<file path="config.mk">
export PLATFORM = sky130hd
export DESIGN_NAME = sorted_priority_queue_top
export DESIGN_NICKNAME = d
export VERILOG_FILES = /design/src/rtl/core/spq_pkg.sv /design/src/rtl/core/sorted_priority_queue_top.sv /design/src/rtl/core/spq_cell.sv
export SDC_FILE = /design/constraint.sdc
export NUM_CORES = 2
export LEC_CHECK = 0
export BUFFER_PORTS_ARGS = -buffer_cell sky130_fd_sc_hd__clkbuf_2
export CAP_MARGIN = 40
export CORE_ASPECT_RATIO = 1.25
export CORE_MARGIN = 3
export CORE_UTILIZATION = 55
export CTS_BUF_LIST = sky130_fd_sc_hd__clkbuf_8
export DETAILED_ROUTE_END_ITERATION = 8
export MAX_ROUTING_LAYER = met4
export PLACE_DENSITY_LB_ADDON = 0.3
export RECOVER_POWER = 100
export SYNTH_ARGS = -nofsm -noshare
export SYNTH_HDL_FRONTEND = slang
export SYNTH_HIERARCHICAL = 1
export SYNTH_SLANG_ARGS = --single-unit
export TNS_END_PERCENT = 1
</file>
<file path="constraint.sdc">
create_clock -name clk -period 5.92 [get_ports clk]
set_input_delay 0.296 -clock clk [delete_from_list [all_inputs] [get_ports clk]]
set_output_delay 0.296 -clock clk [all_outputs]
set_load 0.02 [all_outputs]
</file>
<file path="src/rtl/core/spq_pkg.sv">
// sorted priority queue package: item, result and cell types, depth default
// no dependencies
`timescale 1ns / 1ps

package spq_pkg;

	localparam int unsigned QueueDepthDef = 16;
	localparam int unsigned CountOutW     = 5;

	typedef enum logic {
		ACT_PUSH = 1'b0,
		ACT_POP  = 1'b1
	} action_t;

	typedef struct packed {
		action_t            action;
		logic signed [31:0] data_value;
		logic [15:0]        priority_value;
	} in_item_t;

	typedef struct packed {
		logic                 pop_valid;
		logic signed [31:0]   popped_data;
		logic [15:0]          popped_priority;
		logic                 overflow;
		logic [CountOutW-1:0] entry_count;
		logic                 queue_empty;
	} result_t;

	typedef struct packed {
		logic signed [31:0] data;
		logic [15:0]        pri;
	} entry_t;

	typedef struct packed {
		logic push;
		logic pop;
	} cell_ctl_t;

endpackage

</file>
<file path="src/rtl/core/sorted_priority_queue_top.sv">
// sorted priority queue top: row of spq_cell slots, highest priority at slot 0
// depends on spq_pkg, spq_cell
// the result strobe is registered and rises in the cycle after the item is accepted
// throughput: one item per cycle, busy stays low; every cell compares and shifts at once
// reset clears the entry count and the result strobe; slot contents are left as they are
`timescale 1ns / 1ps

module sorted_priority_queue_top #(
	parameter int unsigned QUEUE_DEPTH = spq_pkg::QueueDepthDef
) (
	input  logic              clk,
	input  logic              arst_n,
	input  logic              start,
	output logic              busy,
	input  spq_pkg::in_item_t item,
	output logic              done,
	output spq_pkg::result_t  result
);

	localparam int unsigned CntW = $clog2(QUEUE_DEPTH + 1);

	logic [CntW-1:0]    count_q;
	logic [CntW-1:0]    count_next;
	logic               accept;
	logic               is_pop;
	logic               full;
	logic               empty;
	spq_pkg::cell_ctl_t ctl;
	spq_pkg::entry_t    new_ent;
	spq_pkg::entry_t    ent_w  [QUEUE_DEPTH];
	logic               keep_w [QUEUE_DEPTH];
	spq_pkg::result_t   res_d;
	spq_pkg::result_t   result_q;
	logic               done_q;
	logic [31:0]        count_ext;

	assign busy    = 1'b0;
	assign accept  = start && !busy;
	assign is_pop  = (item.action == spq_pkg::ACT_POP);
	assign full    = (count_q == CntW'(QUEUE_DEPTH));
	assign empty   = (count_q == '0);
	assign ctl.push = accept && !is_pop && !full;
	assign ctl.pop  = accept && is_pop && !empty;
	assign new_ent.data = item.data_value;
	assign new_ent.pri  = item.priority_value;

	genvar i;
	generate
		for (i = 0; i < QUEUE_DEPTH; i++) begin : g_cell
			logic            occ;
			logic            lk;
			spq_pkg::entry_t le;
			spq_pkg::entry_t re;

			assign occ = (CntW'(i) < count_q);
			if (i == 0) begin : g_first
				assign lk = 1'b1;
				assign le = new_ent;
			end else begin : g_mid
				assign lk = keep_w[i-1];
				assign le = ent_w[i-1];
			end
			if (i == QUEUE_DEPTH - 1) begin : g_last
				assign re = ent_w[i];
			end else begin : g_body
				assign re = ent_w[i+1];
			end

			spq_cell u_cell (
				.clk       (clk),
				.occ       (occ),
				.left_keep (lk),
				.left_ent  (le),
				.right_ent (re),
				.new_ent   (new_ent),
				.ctl       (ctl),
				.ent       (ent_w[i]),
				.keep      (keep_w[i])
			);
		end
	endgenerate

	always_comb begin
		count_next = count_q;
		if (ctl.push) begin
			count_next = count_q + 1'b1;
		end else if (ctl.pop) begin
			count_next = count_q - 1'b1;
		end
	end

	assign count_ext = 32'(count_next);

	always_comb begin
		res_d                 = '0;
		res_d.pop_valid       = ctl.pop;
		res_d.popped_data     = ctl.pop ? ent_w[0].data : '0;
		res_d.popped_priority = ctl.pop ? ent_w[0].pri : '0;
		res_d.overflow        = accept && !is_pop && full;
		res_d.entry_count     = count_ext[spq_pkg::CountOutW-1:0];
		res_d.queue_empty     = (count_next == '0);
	end

	always_ff @(posedge clk or negedge arst_n) begin
		if (!arst_n) begin
			count_q <= '0;
			done_q  <= 1'b0;
		end else begin
			if (accept) begin
				count_q <= count_next;
			end
			done_q <= accept;
		end
	end

	always_ff @(posedge clk) begin
		if (accept) begin
			result_q <= res_d;
		end
	end

	assign done   = done_q;
	assign result = result_q;

endmodule

</file>
<file path="src/rtl/core/spq_cell.sv">
// one slot of the sorted chain: holds an entry; on a push it inserts or shifts down, on a pop it shifts up
// depends on spq_pkg
`timescale 1ns / 1ps

module spq_cell (
	input  logic              clk,
	input  logic              occ,
	input  logic              left_keep,
	input  spq_pkg::entry_t   left_ent,
	input  spq_pkg::entry_t   right_ent,
	input  spq_pkg::entry_t   new_ent,
	input  spq_pkg::cell_ctl_t ctl,
	output spq_pkg::entry_t   ent,
	output logic              keep
);

	spq_pkg::entry_t ent_q;

	assign keep = occ && (ent_q.pri >= new_ent.pri);
	assign ent  = ent_q;

	always_ff @(posedge clk) begin
		if (ctl.push && !keep) begin
			ent_q <= left_keep ? new_ent : left_ent;
		end else if (ctl.pop) begin
			ent_q <= right_ent;
		end
	end

endmodule

</file>
==> impl_metrics.py <==
metrics = {
    "status": {
        "status": "finished, violations left",
        "violations": "capacitance limit, slew limit",
    },
    "route": {
        "drt-pass1-iter-count": 6,
        "drt_iter0_drc": 1985,
        "wl_met2_um": 63700,
        "drt-wirelength-per-cell_um": 24.4,
        "viasPerCell": 6.02,
        "wl_met3_um": 5460,
        "routed.top_layer": "met4",
        "drc_errors": 0,
        "antenna_left": 0,
        "m1WireLength_um": 51000,
        "wl_um": 124000,
        "vias": 30700,
    },
    "yosys": {
        "ys_warn_count": 6,
        "syn_inst": 3623,
        "synth_area_um2": 51300,
        "syn_avg_cell_area_um2": 14.1,
    },
    "clock_tree": {
        "path_clk_slew_ns": 0.06,
        "post_cts_buffers": 0,
        "cts-hold-fix-buffers": 4,
        "cts_sinks": 830,
        "clk_latency_ns": 0.81,
        "clock_path_buffers": 3,
        "cts_made_buffers": 144,
        "htreeDepth": 4,
        "clock_tree.root_cell": "clkbuf_8",
        "cts_resized": 0,
        "cts_tree": "built",
    },
    "grt": {
        "grt_start_max_net_pins": 69,
        "grt_use_total_pct": 26.2,
        "grt_pass1_vias": 32300,
        "antenna_found_initial": 4,
        "grt_pass1_wl_um": 190000,
        "grt-ovfl-total": 0,
    },
    "die": {
        "core_area_um2": 92000,
        "die_h_um": 347,
        "row_count": 124,
        "fp.dieW_um": 279,
        "fp.dieArea_um2": 96900,
        "io-pin-count": 110,
        "start_util_pct": 55.7,
    },
    "power_and_ir_drop": {
        "powerDensity_nw_per_um2": 397,
        "ir_drop_mv": 0.244,
        "leakage_nw": 20.8,
    },
    "setup_path": {
        "cp-end-kind": "register",
        "crit_type": "in2reg",
        "startpoint": "start",
        "path_max_fanout": 28,
        "r2r_end": "g_cell[14].u_cell/ent[47]$_DFFE_PP_",
        "worstPathArrival_ns": 5.50,
        "reg2reg_depth": 11,
        "r2r_start": "count_q[1]$_DFFE_PN0P_",
        "crit_required_ns": 6.35,
        "r2r_slack_ns": 0.86,
        "start_kind": "input pin",
    },
    "finish": {
        "syn_to_final_growth_pct": 8.19,
        "seq_area_um2": 24900,
        "multiInputGateArea_um2": 24200,
        "n_fill_cell": 7254,
        "post-route-util_pct": 60.3,
        "final_nets": 4103,
        "drive_above_1_share_pct": 44.4,
    },
    "sta": {
        "fin_crit_ns": 5.07,
        "finalCritPeriodShare_pct": 85.6,
        "hold_viol": 0,
        "setup_ws_ns": 0.854,
        "relSlewSlack_pct": -102,
        "fmax_mhz": 197,
        "fin_skew_ns": 0.0416,
        "report.final.setup_viol": 0,
        "slew_viol_final": 741,
        "whs_ns": 0.184,
        "rsz0062_at_grt": "false",
        "setup_tns_ns": 0,
        "worstMarginPinSlew_ns": 3.03,
    },
    "min_path": {
        "min_to": "g_cell[4].u_cell/ent[39]$_DFFE_PP_",
        "min_path_cells": 3,
        "hold_path.class": "in2reg",
        "min_from": "item[39]",
    },
    "run": {
        "drv_cap": 21,
    },
    "place": {
        "dp_slack_ns": 1.47,
        "io_buffers": 108,
        "place.gp.congestion": 0.879,
        "dp_hpwl_um": 83900,
    },
}
worst max-delay path by stage:
stage,to,slack (ns),depth (start not counted)
2_1_floorplan,g_cell[0].u_cell/ent[0]$_DFFE_PP_,1.27,12
3_3_place_gp,g_cell[10].u_cell/ent[43]$_DFFE_PP_,1.36,11
3_5_place_dp,g_cell[11].u_cell/ent[26]$_DFFE_PP_,1.47,11
4_1_cts,g_cell[11].u_cell/ent[31]$_DFFE_PP_,1.45,11
5_1_grt,g_cell[12].u_cell/ent[15]$_DFFE_PP_,0.57,11
6_report,g_cell[12].u_cell/ent[47]$_DFFE_PP_,0.85,11
critical path, stage by stage:
cell and delay [ns]:
dlygate4sd3_1 0.52, clkbuf_1 0.93, nand2b_1 0.22, nand2b_1 0.28, clkinv_1 0.31, buf_4 0.43
o211ai_1 0.21, nor4_1 0.42, a32oi_4 0.17, nand2b_1 1.06, buf_4 0.59
metrics by stage:
step           std cells  cell area [µm²]  power [mW]
2_1_floorplan       3625            51300        15.1
3_3_place_gp        4825            53000        16.9
3_5_place_dp        4838            53200        17.2
4_1_cts             5098            55900        22.2
5_1_grt             5102            55500        23.1
6_report            5103            55500        22.0
registers in the layout, indices dropped and copies added, names as in the netlist:
register / count
result: 56
done: 1
g_cell.u_cell/ent: 768
count_q: 5
layout by cell type (no fill, tap or decap), types with 7 or more instances in the layout:
cell / instances
mux2_2: 1388
edfxtp_1: 824
inv_1: 328
ha_1: 260
clkbuf_8: 149
mux2_1: 148
clkbuf_1: 70
clkbuf_2: 67
nand2_1: 65
a21oi_1: 64
nand4_1: 40
nand2b_1: 35
buf_4: 34
clkinv_1: 30
o21ai_0: 30
and2_0: 29
nor2_1: 26
and2_1: 24
nor4_1: 22
nand3_1: 18
o21a_1: 16
and4_1: 15
nor3_1: 13
a31o_2: 13
o211ai_1: 12
nor2b_1: 11
clkinv_2: 11
a2111oi_0: 11
or3_1: 11
or4_4: 11
buf_12: 11
a31oi_4: 10
a32oi_4: 7
where the power goes:
group	total, mW	internal (mW)	switching, mW
logic	7.78	4.04	3.74
clock network	4.84	2.40	2.44
registers	9.37	8.53	0.841
total	22.0	15.0	7.02
layer usage:
layer	up-vias	global-route usage (%)
met1	15500	30.9
li1	14200	-
met2	851	45.7
met5	-	-
met3	252	3.49
met4	0	9.88
area by class of cell:
class	count	area share, %
Antenna cell	5	0.0226
Clock buffer	149	3.70
Clock inverter	107	0.981
Inverter	280	1.90
Multi-Input combinational cell	2345	43.7
Sequential cell	830	44.9
Tap cell	1197	2.70
Timing Repair Buffer	190	2.12
Power figures use the tool's default switching activity.
